==> src/rtl/euclidean_tour_length_top_macros.svh <==
// Assertion macros used by the tour length controller.
// Needs clk and rst in scope at the point of use.
`ifndef EUCLIDEAN_TOUR_LENGTH_TOP_MACROS_SVH
`define EUCLIDEAN_TOUR_LENGTH_TOP_MACROS_SVH

// Same-cycle implication.
`define ETL_ASSERT_SAME(lbl, ante, cons, msg) \
  lbl: assert property (@(posedge clk) disable iff (rst) (ante) |-> (cons)) else $error(msg);

// Next-cycle implication.
`define ETL_ASSERT_NEXT(lbl, ante, cons, msg) \
  lbl: assert property (@(posedge clk) disable iff (rst) (ante) |=> (cons)) else $error(msg);

`endif

==> src/rtl/etl_pkg.sv <==
// Package for the Euclidean tour length block: widths, request codes and
// the command/status structs between controller and datapath. No dependencies.
package etl_pkg;

  localparam int MAX_CITIES  = 1024;
  localparam int COORD_WIDTH = 20;
  localparam int CITY_W      = 11;
  localparam int ADDR_W      = $clog2(MAX_CITIES);
  localparam int ENTRY_W     = 2 * COORD_WIDTH;
  localparam int SQ_W        = 2 * COORD_WIDTH;
  localparam int SQRT_STEPS  = COORD_WIDTH + 1;
  localparam int RAD_W       = 2 * SQRT_STEPS;
  localparam int ROOT_W      = SQRT_STEPS;
  localparam int REM_W       = ROOT_W + 3;
  localparam int CNT_W       = $clog2(SQRT_STEPS);
  localparam int ACC_W       = 32;

  localparam logic REQ_LOAD = 1'b0;
  localparam logic REQ_PATH = 1'b1;

  typedef struct packed {
    logic load;       // write table entry
    logic capture;    // latch path item, issue table read
    logic read;       // table data back: form |dx|, |dy|
    logic mul;        // square the differences
    logic add;        // form radicand, clear root
    logic sqrt_step;  // one root digit
    logic finish;     // accumulate, post result on last
  } dp_cmd_t;

  typedef struct packed {
    logic have_prev;
    logic last;
    logic out_valid;
    logic out_busy;
  } dp_sts_t;

endpackage

==> src/rtl/etl_ctrl.sv <==
// Sequencer for the tour length block: handshake, step counter for the root.
// Depends on etl_pkg and the assertion macros header.
`include "euclidean_tour_length_top_macros.svh"

module etl_ctrl (
  input  logic            clk,
  input  logic            rst,
  input  logic            req_valid,
  input  logic            req_type,
  output logic            req_ready,
  input  etl_pkg::dp_sts_t sts,
  output etl_pkg::dp_cmd_t cmd
);
  import etl_pkg::*;

  localparam logic [2:0] S_IDLE = 3'd0;
  localparam logic [2:0] S_READ = 3'd1;
  localparam logic [2:0] S_MUL  = 3'd2;
  localparam logic [2:0] S_ADD  = 3'd3;
  localparam logic [2:0] S_SQRT = 3'd4;
  localparam logic [2:0] S_FIN  = 3'd5;

  logic [2:0]       state, state_next;
  logic [CNT_W-1:0] cnt, cnt_next;
  logic             accept;

  assign req_ready = (state == S_IDLE);
  assign accept    = req_valid && req_ready;

  always_comb begin
    state_next = state;
    cnt_next   = cnt;
    cmd        = '0;
    unique case (state)
      S_IDLE: begin
        cmd.load    = accept && (req_type == REQ_LOAD);
        cmd.capture = accept && (req_type == REQ_PATH);
        if (cmd.capture) begin
          state_next = S_READ;
        end
      end
      S_READ: begin
        cmd.read   = 1'b1;
        state_next = sts.have_prev ? S_MUL : S_FIN;
      end
      S_MUL: begin
        cmd.mul    = 1'b1;
        state_next = S_ADD;
      end
      S_ADD: begin
        cmd.add    = 1'b1;
        cnt_next   = '0;
        state_next = S_SQRT;
      end
      S_SQRT: begin
        cmd.sqrt_step = 1'b1;
        cnt_next      = cnt + CNT_W'(1);
        if (cnt == CNT_W'(SQRT_STEPS - 1)) begin
          state_next = S_FIN;
        end
      end
      S_FIN: begin
        // hold while the previous result is still unclaimed
        if (!(sts.last && sts.out_busy)) begin
          cmd.finish = 1'b1;
          state_next = S_IDLE;
        end
      end
      default: begin
        state_next = S_IDLE;
      end
    endcase
  end

  always_ff @(posedge clk) begin
    if (rst) begin
      state <= S_IDLE;
      cnt   <= '0;
    end else begin
      state <= state_next;
      cnt   <= cnt_next;
    end
  end

  `ETL_ASSERT_NEXT(a_capture_reads, cmd.capture, state == S_READ, "path beat did not start a read")
  `ETL_ASSERT_NEXT(a_add_starts_root, state == S_ADD, state == S_SQRT && cnt == '0, "root not started cleanly")
  `ETL_ASSERT_SAME(a_cnt_range, state == S_SQRT, cnt < CNT_W'(SQRT_STEPS), "root step count overran")
  `ETL_ASSERT_NEXT(a_result_posted, cmd.finish && sts.last, sts.out_valid, "last city gave no result beat")

endmodule

==> config.mk <==
export PLATFORM = sky130hd
export DESIGN_NAME = etl_ctrl
export DESIGN_NICKNAME = d
export VERILOG_FILES = /design/src/rtl/etl_pkg.sv /design/src/rtl/etl_ctrl.sv
export VERILOG_INCLUDE_DIRS = /design/src /design/src/rtl
export SDC_FILE = /design/constraint.sdc
export NUM_CORES = 1
export LEC_CHECK = 0
export ABC_AREA = 1
export BUFFER_PORTS_ARGS = -buffer_cell sky130_fd_sc_hd__buf_2
export CORE_AREA = 2 2 39 41
export DETAILED_ROUTE_END_ITERATION = 8
export DIE_AREA = 0 0 41 43
export GPL_TIMING_DRIVEN = 0
export PLACE_DENSITY_LB_ADDON = 0.1
export SLEW_MARGIN = 15
export SYNTH_ARGS = -nofsm -noshare
export SYNTH_HDL_FRONTEND = slang
export SYNTH_SLANG_ARGS = --single-unit
export TNS_END_PERCENT = 20
==> constraint.sdc <==
create_clock -name clk -period 1.3 [get_ports clk]
set_input_delay 0.39 -clock clk [delete_from_list [all_inputs] [get_ports clk]]
set_output_delay 0.39 -clock clk [all_outputs]
set_load 0.01 [all_outputs]
; Yosys cells after proc, flatten, opt, wreduce, memory -nomap -nowiden
; Cells that the tools add are included.
[classes]
add_sub_neg = 1
eq_ne = 9
reduce_logical = 7
n_bitwise = 1
n_mux = 13
[ops]
columns = op, count
row1 = $pmux W3 S6, 1
row2 = $mux W3, 4
row3 = $pmux W5 S2, 1
row4 = $eq A3 B2 Y1 const B, 2
row5 = $eq A3 B3 Y1 const B, 2
row6 = $mux W1, 6
row7 = $add A5 B1 Y5 const B, 1
row8 = $eq A5 B5 Y1 const B, 1
row9 = $logic_and A1 B1 Y1, 4
row10 = $ne A2 B2 Y1 const B, 2
row11 = $eq A3 B1 Y1 const B, 1
row12 = $logic_not A3 Y1, 1
row13 = $reduce_and A3 Y1, 1
row14 = $mux W2, 1
row15 = $ne A2 B1 Y1 const B, 1
row16 = $reduce_bool A2 Y1, 1
row17 = $not A1 Y1, 1
[word_totals]
out_inout_bits = 8
register_bits = 8

; Logic depth before layout (Yosys ltp)
; Gate-level depths: netlist of run 1.
[logic_depth]
depth_word = 5
depth_mapped = 8
depth_no_buf = 8

; Worst setup path after synthesis of run 1
; OpenSTA, ideal clock, no wires.
[synth_path]
path_type = register -> output
start = register state[0]
end = output port cmd[5] in the netlist's numbering
n_path_buf = 0
path_stages_with_launch = 6
required_time_ns = 0.910
slack_ns = -0.038
t_arrival_ns = 0.948
path_cell_list = dfxtp_1 -> inv_2 -> nand2_1 -> nor2_1 -> nand2_1 -> nor2_1
[synth_rtl]
columns = element, line
row1 = "start, declared", etl_ctrl.sv:23  ; logic [2:0] state, state_next;
row2 = "start signal, assigned", etl_ctrl.sv:80  ; state <= state_next;
row3 = "end, declared", etl_ctrl.sv:12  ; output etl_pkg::dp_cmd_t cmd

==> impl_metrics.json, run 1 <==
{
  "seq_power_share_pct": 32.2,
  "synth_xor_area_share_pct": 0,
  "period_share_pct": 114,
  "cts_made_buffers": 3,
  "clkLatencyLatePin_ps": 260,
  "drc": 0,
  "cts_tree": "yes",
  "grt_first_pass_wirelength_um": 1900,
  "dp_slack_ps": -0.742,
  "synth_compound_area_share_pct": 12.7,
  "wl_met2_um": 552,
  "cts_sinks": 8,
  "fin_nets": 107,
  "antenna_found_initial": 0,
  "avgSynthCellArea_um2": 6.22,
  "tightest_slew_ps": 215,
  "fin_area_um2": 654,
  "ir_drop_uv": 651,
  "diodes": 0,
  "synth_area_um2": 473,
  "hpwl_um": 832,
  "min_from": "rst",
  "period_needed_ps": 1480,
  "relSlewSlack_pct": 85.6,
  "die_x_um": 41,
  "clkPwrFrac_pct": 15.6,
  "yosys.area_share.simple_pct": 37.8,
  "synth_fa_ha_area_share_pct": 5.29,
  "drt_wl_total_um": 1120,
  "end_kind": "primary output",
  "async_flop_share_pct": 0,
  "dpl-instance-area_um2": 566,
  "crit_start": "state[0]$_SDFFE_PP0P_",
  "criticalPathCategory": "reg2out",
  "dr.first_iter.drc_count": 10,
  "maxSlewViolCount": 0,
  "gp_congestion": 0.754,
  "clockBufferDepth": 2,
  "synthCells": 76,
  "total_power_mw": 1.24,
  "die_area_mm2": 0.00176,
  "synthMuxAreaShare_pct": 0,
  "wirelength_met1_um": 490,
  "drive_above_1_share_pct": 35.8,
  "portBuffers": 14,
  "yosys_warnings": 0,
  "run_status": "complete, but fails checks",
  "cp_data_arrival_time_ps": 1090,
  "synth_cell_types": 14,
  "ioPinCount": 16,
  "p_per_area_mw_per_mm2": 1890,
  "wl_per_cell_um": 10.0,
  "wl_met3_um": 53,
  "cp.required_ps": 910,
  "post-synth-top-count-cell": "nand2_1",
  "skew_ps": 5.66,
  "drt-pass1-iter-count": 4,
  "ys_ff_latch": 8,
  "synthTopCellsByArea": "dfxtp_1 (34%), nand2_1 (13%), nor2_1 (10%)",
  "r2r-start": "cnt[0]$_SDFFE_PP0P_",
  "die_height_um": 43,
  "synth_top_family_by_area": "simple AND/OR/NAND/NOR gates",
  "fmax_ghz": 0.674,
  "syn_to_final_growth_pct": 38.4,
  "grt_overflow": 0,
  "intPower_mw": 0.712,
  "p_switching_mw": 0.525,
  "clockRootBuffer": "clkbuf_4",
  "placedCellCount": 106,
  "yosys.area.top_type_share_pct": 33.9,
  "final_cells": 111,
  "min_path_type": "in2reg",
  "cp_max_fo": 5,
  "dr.max_layer_used": "met4",
  "synth-main-ff-cell": "dfxtp_1",
  "grt_pass1_vias": 505,
  "vias": 524,
  "hold_viol": 0,
  "grt_max_degree": 8,
  "start_util_pct": 34.2,
  "swShare_pct": 42.4,
  "synth_edf_count": 0,
  "share_comb_of_total_power_pct": 52.1,
  "violations": "negative setup slack",
  "rows": 14,
  "postRouteAntennaNets": 0,
  "maxCapViolations": 0,
  "power.leakage_nw": 0.317,
  "coreArea_mm2": 0.00138,
  "post-route-util_pct": 47.3,
  "synthesis.nets": 86,
  "setup_slack_ps": -184,
  "grt_usage_pct": 16.3,
  "vias_per_cell": 4.72,
  "ys_top_cells_by_count": "nand2_1 (16), nor2_1 (13), inv_1 (10), a21oi_1 (9), dfxtp_1 (8)",
  "synth_area_leader_cell": "dfxtp_1",
  "rsz0062_at_grt": "yes",
  "ys_seq_area_share_pct": 33.9,
  "startpoint_type": "register",
  "ctsHtreeMaxLevel": 1,
  "setup_viol": 8,
  "clk_pin_slew_worst_paths_ps": 60
}
-- routing by layer --
layer,global-route usage [%],up-vias
met5,0,-
met4,10.0,0
met3,3.14,2
met2,25.3,13
met1,19.4,227
li1,-,282
-- cell type report --
class | instances | area (um^2)
multi-input combinational | 55 | 293
inverter | 13 | 56.3
fill | 155 | 729
tap | 16 | 20.0
sequential | 8 | 171
clock buffer | 3 | 22.5
timing repair buffer | 16 | 91.3
-- per-stage QoR --
stage | TNS (ps) | hold WS (ps)
floorplan | 0 | 459
global placement | 0 | 485
detailed placement | -0.742 | 494
CTS | -1440 | 359
global route | -1790 | 379
finish | -1260 | 371
-- repair_timing --
action                                  4_1_cts  5_1_grt
hold endpoints to repair                      0        0
endpoints found under the setup margin        8        8
pin swaps                                     4        3
buffers inserted                              1        1
resized for setup                            13        5
hold buffers                                  0        0
-- cells by family after synthesis --
kind of cell | count (synthesis)
simple gates | 41
buf+inv | 13
compound gates | 12
flops | 8
fa+ha+maj | 2
-- power by group through the flow --
stage	sequential, mW	clock [mW]	combinational, mW
after floorplan	0.346	0	0.343
after global placement	0.359	0	0.475
after detailed placement	0.360	0	0.480
after CTS	0.388	0.200	0.560
after global routing	0.410	0.209	0.714
final	0.399	0.193	0.645
-- final timing paths --
kind	endpoint	slack [ps]	cells after the start
worst min-delay path	state[2]$_SDFFE_PP0P_	370	2
worst min register to register	cnt[0]$_SDFFE_PP0P_	500	1
worst max-delay path	cmd[4]	-180	4
worst max register to register	state[0]$_SDFFE_PP0P_	150	8
-- critical path: stages, from the launching register on --
cell,delay (ps)
dfxtp_4,380
inv_4,50
buf_4,140
nor3_4,120
buf_2,160
-- layout by cell type (no fill, tap or decap), types with 4 or more instances in the layout --
cell,count
a21oi_1,9
inv_1,9
buf_2,13
dfxtp_1,5
nor2_1,10
nand2_1,14
nand3_1,4
-- flip-flops by register name, summed over array words and instances (netlist names) --
register,cells
cnt,5
state,3
Power figures use the tool's default switching activity.
==> run 2: changes to the inputs <==
Settings changed: ABC_AREA 1 to 0.
==> run 2 against run 1 <==
The flow still finishes with violations (negative setup slack). Total power up 14%. Worst setup slack worse by 120 ps. Critical path depth unchanged. Final area up 24%. Sequential power down 11%. Core utilization up 11 points. Maximum frequency down 7.6%. Critical path type unchanged. First-iteration DRC count down 70%. Highest routed layer unchanged.
==> impl_metrics.json, run 2 <==
{
  "synthesis.nets": 75,
  "diodes": 0,
  "ctsHtreeMaxLevel": 1,
  "ioPinCount": 16,
  "hold_viol": 0,
  "die_area_mm2": 0.00176,
  "clk_pin_slew_worst_paths_ps": 60,
  "startpoint_type": "register",
  "cts_hold_buf": 0,
  "tightest_slew_ps": 496,
  "end_kind": "primary output",
  "vias": 559,
  "dpl-instance-area_um2": 649,
  "avgSynthCellArea_um2": 8.49,
  "drive_above_1_share_pct": 52.2,
  "fillers": 131,
  "p_per_area_mw_per_mm2": 1730,
  "largest_registers": "cnt (5), state (3)",
  "setup_viol": 8,
  "grt_usage_pct": 19.2,
  "die_x_um": 41,
  "start_util_pct": 39.9,
  "run_status": "complete, but fails checks",
  "most-common-layout-cells": "buf_2 (11), buf_4 (8), buf_6 (5), a21oi_1 (5)",
  "largest_reg_flops": 5,
  "min_path_type": "in2reg",
  "fin_area_um2": 813,
  "setup_slack_ps": -305,
  "rows": 14,
  "largest_register": "cnt",
  "grt_max_degree": 11,
  "yosys.area.top_type_share_pct": 29.0,
  "clockRootBuffer": "clkbuf_4",
  "maxCapViolations": 0,
  "ys_seq_area_share_pct": 29.0,
  "clockBufferDepth": 2,
  "clkLatencyLatePin_ps": 260,
  "fin_nets": 102,
  "cts_tree": "yes",
  "cts_made_buffers": 3,
  "wl_per_cell_um": 12.3,
  "drc": 0,
  "synthTopCellsByArea": "dfxtp_1 (29%), a21oi_1 (4.5%), ha_1 (4.5%)",
  "synth_area_um2": 552,
  "drt-pass1-iter-count": 4,
  "criticalPathCategory": "reg2out",
  "grt_pass1_vias": 565,
  "coreArea_mm2": 0.00138,
  "total_power_mw": 1.41,
  "relSlewSlack_pct": 66.9,
  "whs_path_depth": 3,
  "portBuffers": 13,
  "synth-main-ff-cell": "dfxtp_1",
  "drt_wl_total_um": 1300,
  "fmax_ghz": 0.623,
  "worstSetupEndpoint": "cmd[6]",
  "r2r_end": "cnt[2]$_SDFFE_PP0P_",
  "skew_ps": 0.896,
  "dr.first_iter.drc_count": 3,
  "whs_ps": 404,
  "grt_overflow": 0,
  "vias_per_cell": 5.27,
  "maxSlewViolCount": 0,
  "yosys_warnings": 0,
  "r2r-start": "state[0]$_SDFFE_PP0P_",
  "rsz0062_at_grt": "yes",
  "rr_worst_depth": 6,
  "seqCellArea_um2": 171,
  "period_share_pct": 123,
  "synthCells": 65,
  "cp.required_ps": 910,
  "synth_edf_count": 0,
  "die_height_um": 43,
  "reg2reg_slack_ps": 30,
  "ys_top_cells_by_count": "dfxtp_1 (8), a21oi_1 (5), nor2_1 (5), inv_1 (4), nand2_1 (4)",
  "gp_congestion": 0.712,
  "layout_commonest_cell": "buf_2",
  "cp_max_fo": 5,
  "async_flop_share_pct": 0,
  "postRouteAntennaNets": 0,
  "violations": "negative setup slack",
  "synth_cell_types": 35,
  "ys_ff_latch": 8,
  "hpwl_um": 880,
  "period_needed_ps": 1610,
  "grt_first_pass_wirelength_um": 2240,
  "cts_sinks": 8,
  "crit_start": "state[1]$_SDFFE_PP0P_",
  "synth_area_leader_cell": "dfxtp_1",
  "ir_drop_uv": 755,
  "power.leakage_nw": 0.377,
  "multi_input_area_um2": 390,
  "antenna_found_initial": 0,
  "post-synth-top-count-cell": "dfxtp_1",
  "syn_to_final_growth_pct": 47.4,
  "cp_data_arrival_time_ps": 1220
}
[run 2: cell types whose count changed in the layout (fill, tap and decap cells not counted), sizes merged, moves of 4 or more]
| cell | delta |
|---|---|
| nor2 | -7 |
| a21oi | -4 |
| buf | +9 |
| a211oi | +4 |
| nand2 | -14 |
| inv | -8 |
[run 2: cells by family (layout without fill, tap and decap cells)]
group / after synthesis / count (layout) / synth area share, %
AO/OA/AOI/OAI: 15 / 15 / 19.0
adder cells (fa/ha/maj): 2 / 2 / 4.53
multiplexers: 1 / 1 / 2.72
AND/OR/NAND/NOR: 30 / 30 / 35.8
flip-flops: 8 / 8 / 29.0
buffers and inverters: 9 / 34 / 8.84
[run 2: worst min-delay path by stage]
stage,to,from,slack (ps)
after global placement,cnt[4]$_SDFFE_PP0P_,cnt[4]$_SDFFE_PP0P_,470
after detailed placement,cnt[2]$_SDFFE_PP0P_,cnt[2]$_SDFFE_PP0P_,470
final,state[1]$_SDFFE_PP0P_,sts[3],400
after global routing,state[1]$_SDFFE_PP0P_,sts[3],430
after CTS,state[1]$_SDFFE_PP0P_,sts[3],400
after floorplan,cnt[2]$_SDFFE_PP0P_,cnt[2]$_SDFFE_PP0P_,450
[run 2: critical path, stage by stage (launching register included)]
cell	delay (ps)
dfxtp_4	360
buf_8	130
nor3_4	170
and3b_2	200
buf_6	100
[run 2: what timing repair did]
item / CTS / global route
pin swaps: 2 / 4
gates resized for setup: 16 / 4
hold endpoints to repair: 0 / 0
setup endpoints to repair: 12 / 13
cloned: 0 / 0
setup buffers: 9 / 0
[run 2: per-layer routing]
metal,vias up,part of all wire [%],track usage [%]
met1,255,41,20.6
met3,5,3.3,3.14
met2,15,52,31.3
met5,-,0,0
li1,284,-,-
met4,0,3.5,14.0
[run 2: area by class of cell]
| cell class | instances | share of cell area, % |
|---|---|---|
| inverter | 5 | 2.31 |
| tap | 16 | 2.46 |
| timing repair buffer | 22 | 18.3 |
| multi-input combinational | 48 | 48.0 |
| sequential | 8 | 21.1 |
| clock buffer | 3 | 2.77 |
| buffer | 4 | 5.08 |
[run 2: through the flow]
step / setup TNS (ps) / util [%] / worst slack [ps] / cells
3_5_place_dp: -596 / 46.9 / -122 / 94
4_1_cts: -2050 / 57.9 / -325 / 106
5_1_grt: -2370 / 58.8 / -358 / 106
2_1_floorplan: -16.3 / - / -11.0 / 65
3_3_place_gp: -577 / 46.9 / -119 / 94
6_report: -1910 / 58.8 / -305 / 106
[run 2: where the power goes]
| part | total [mW] | internal [mW] | switching (mW) | leakage (nW) |
|---|---|---|---|---|
| clock network | 0.202 | 0.106 | 0.0954 | 0.0138 |
| logic | 0.852 | 0.456 | 0.396 | 0.295 |
| registers | 0.354 | 0.310 | 0.0439 | 0.0677 |
| total | 1.41 | 0.873 | 0.535 | 0.377 |
==> run 3: changes to the inputs <==
Clock period 1.3 ns to 2 ns, I/O delays scaled along.
==> run 3 against run 2 <==
The flow now finishes without violations. Highest routed layer unchanged. Critical path depth unchanged. Clock power decreased by 35%. Register-to-register slack better by 540 ps. Cell count down 8.5%. Total power shrank 49%. Sequential share of layout area up 3.2 points.
==> impl_metrics.json, run 3 (same netlist as run 2, synthesis figures left out) <==
{
  "drt-pass1-iter-count": 2,
  "largest_reg_flops": 5,
  "grt_max_degree": 11,
  "clockBufferDepth": 2,
  "vias": 526,
  "cp_data_arrival_time_ps": 1300,
  "diodes": 0,
  "maxCapViolations": 0,
  "r2r_end": "state[2]$_SDFFE_PP0P_",
  "rr_worst_depth": 6,
  "syn_to_final_growth_pct": 19.5,
  "drive_above_1_share_pct": 32.1,
  "drc": 0,
  "cts_hold_buf": 0,
  "final.setup.tns_ps": 0,
  "vias_per_cell": 5.42,
  "power.leakage_nw": 0.284,
  "period_share_pct": 95.0,
  "hold_viol": 0,
  "cts_made_buffers": 3,
  "clockRootBuffer": "clkbuf_4",
  "cts_tree": "yes",
  "cp_num_buf_inv": 2,
  "layout_commonest_cell": "buf_2",
  "cp.required_ps": 1400,
  "p_switching_mw": 0.293,
  "min_from": "cnt[2]$_SDFFE_PP0P_",
  "skew_ps": 6.34,
  "maxSlewViolCount": 0,
  "whs_path_depth": 1,
  "grt_overflow": 0,
  "multi_input_area_um2": 343,
  "largest_register": "cnt",
  "clk_pin_slew_worst_paths_ps": 50,
  "dpl-instance-area_um2": 637,
  "drt_wl_total_um": 1160,
  "start_util_pct": 39.9,
  "fillers": 143,
  "min_path_type": "reg2reg",
  "cts_sinks": 8,
  "rows": 14,
  "seq_power_share_pct": 31.0,
  "criticalPathCategory": "reg2out",
  "fin_area_um2": 659,
  "seqCellArea_um2": 160,
  "reg2reg_slack_ps": 570,
  "clkLatencyLatePin_ps": 260,
  "intPower_mw": 0.432,
  "cts_setup_buffers": 0,
  "postRouteAntennaNets": 0,
  "fin_nets": 93,
  "ioPinCount": 16,
  "period_needed_ps": 1900,
  "placedCellCount": 94,
  "gp_congestion": 0.693,
  "cp_max_fo": 10,
  "largest_registers": "cnt (5), state (3)",
  "crit_start": "state[0]$_SDFFE_PP0P_",
  "cts_resized": 0,
  "grt_first_pass_wirelength_um": 1860,
  "critPathTopFamily": "flip-flops",
  "fmax_ghz": 0.526,
  "clkPwrFrac_pct": 18.1,
  "hold_end": "cnt[2]$_SDFFE_PP0P_",
  "die_x_um": 41,
  "grt_pass1_vias": 431,
  "share_comb_of_total_power_pct": 51.0,
  "r2r-start": "cnt[0]$_SDFFE_PP0P_",
  "rsz0062_at_grt": "no",
  "end_kind": "primary output",
  "die_height_um": 43,
  "p_per_area_mw_per_mm2": 1100,
  "hpwl_um": 891,
  "cp_slowest_cell": "dfxtp_1",
  "die_area_mm2": 0.00176,
  "swShare_pct": 40.4,
  "tightest_slew_ps": 495,
  "path_cells": "buf_4 > nor3_2 > and3b_1 > buf_2",
  "most-common-layout-cells": "buf_2 (13), dfxtp_1 (8), a21oi_1 (5), nor2_1 (5)",
  "grt_usage_pct": 16.1,
  "ir_drop_uv": 426,
  "run_status": "finished, final reports clean",
  "setup_viol": 0,
  "portBuffers": 13,
  "coreArea_mm2": 0.00138,
  "cpPeakStageDelay_ps": 370,
  "dr.first_iter.drc_count": 3,
  "relSlewSlack_pct": 67.0,
  "ctsHtreeMaxLevel": 1,
  "final_cells": 97,
  "antenna_found_initial": 0,
  "wl_per_cell_um": 12.0,
  "startpoint_type": "register"
}
## run 3: cell count changes in the layout (fill, tap and decap cells not counted), sizes merged
| cell | before | now |
|---|---|---|
| buf | 25 | 16 |
## run 3: worst register-to-register path, cell delays in order, from the launching register on
cell and delay, ps:
dfxtp_1 380, inv_1 70, ha_1 190, and3b_1 180
a211oi_1 370, a311oi_1 90, nor2_1 90
## run 3: layout make-up
| class | instances | area share [%] |
|---|---|---|
| Multi-Input combinational cell | 48 | 52.0 |
| Sequential cell | 8 | 24.3 |
| Timing Repair Buffer | 13 | 9.87 |
| Clock buffer | 3 | 3.42 |
| Buffer | 4 | 4.55 |
| Inverter | 5 | 2.85 |
| Tap cell | 16 | 3.04 |
## run 3: worst max path at each step
stage / to / slack, ps / cells after the start
final: cmd[6] / 100 / 4
after detailed placement: cmd[0] / 240 / 4
after global placement: cmd[0] / 250 / 4
after floorplan: cmd[6] / 380 / 3
after global routing: cmd[6] / 20 / 4
after CTS: cmd[6] / 80 / 4
## run 3: power groups by stage
stage | Combinational (mW) | Clock, mW | Sequential, mW
floorplan | 0.281 | 0 | 0.221
finish | 0.369 | 0.131 | 0.224
global placement | 0.371 | 0 | 0.227
global route | 0.414 | 0.141 | 0.228
CTS | 0.375 | 0.137 | 0.224
detailed placement | 0.373 | 0 | 0.228
## run 3: stage by stage
step           util, %  power [mW]  setup slack, ps  hold slack [ps]
6_report          47.6       0.725              100              469
5_1_grt           47.6       0.783             23.7              498
4_1_cts           47.6       0.737             79.1              475
3_5_place_dp      46.0       0.601              236              466
3_3_place_gp      46.0       0.599              251              470
2_1_floorplan        -       0.502              379              446
## run 3: per-layer routing
| metal | wire length, um | GRT usage (%) |
|---|---|---|
| met5 | 0 | 0 |
| met4 | 36 | 14.0 |
| met3 | 47 | 3.66 |
| met2 | 547 | 23.4 |
| met1 | 530 | 18.5 |
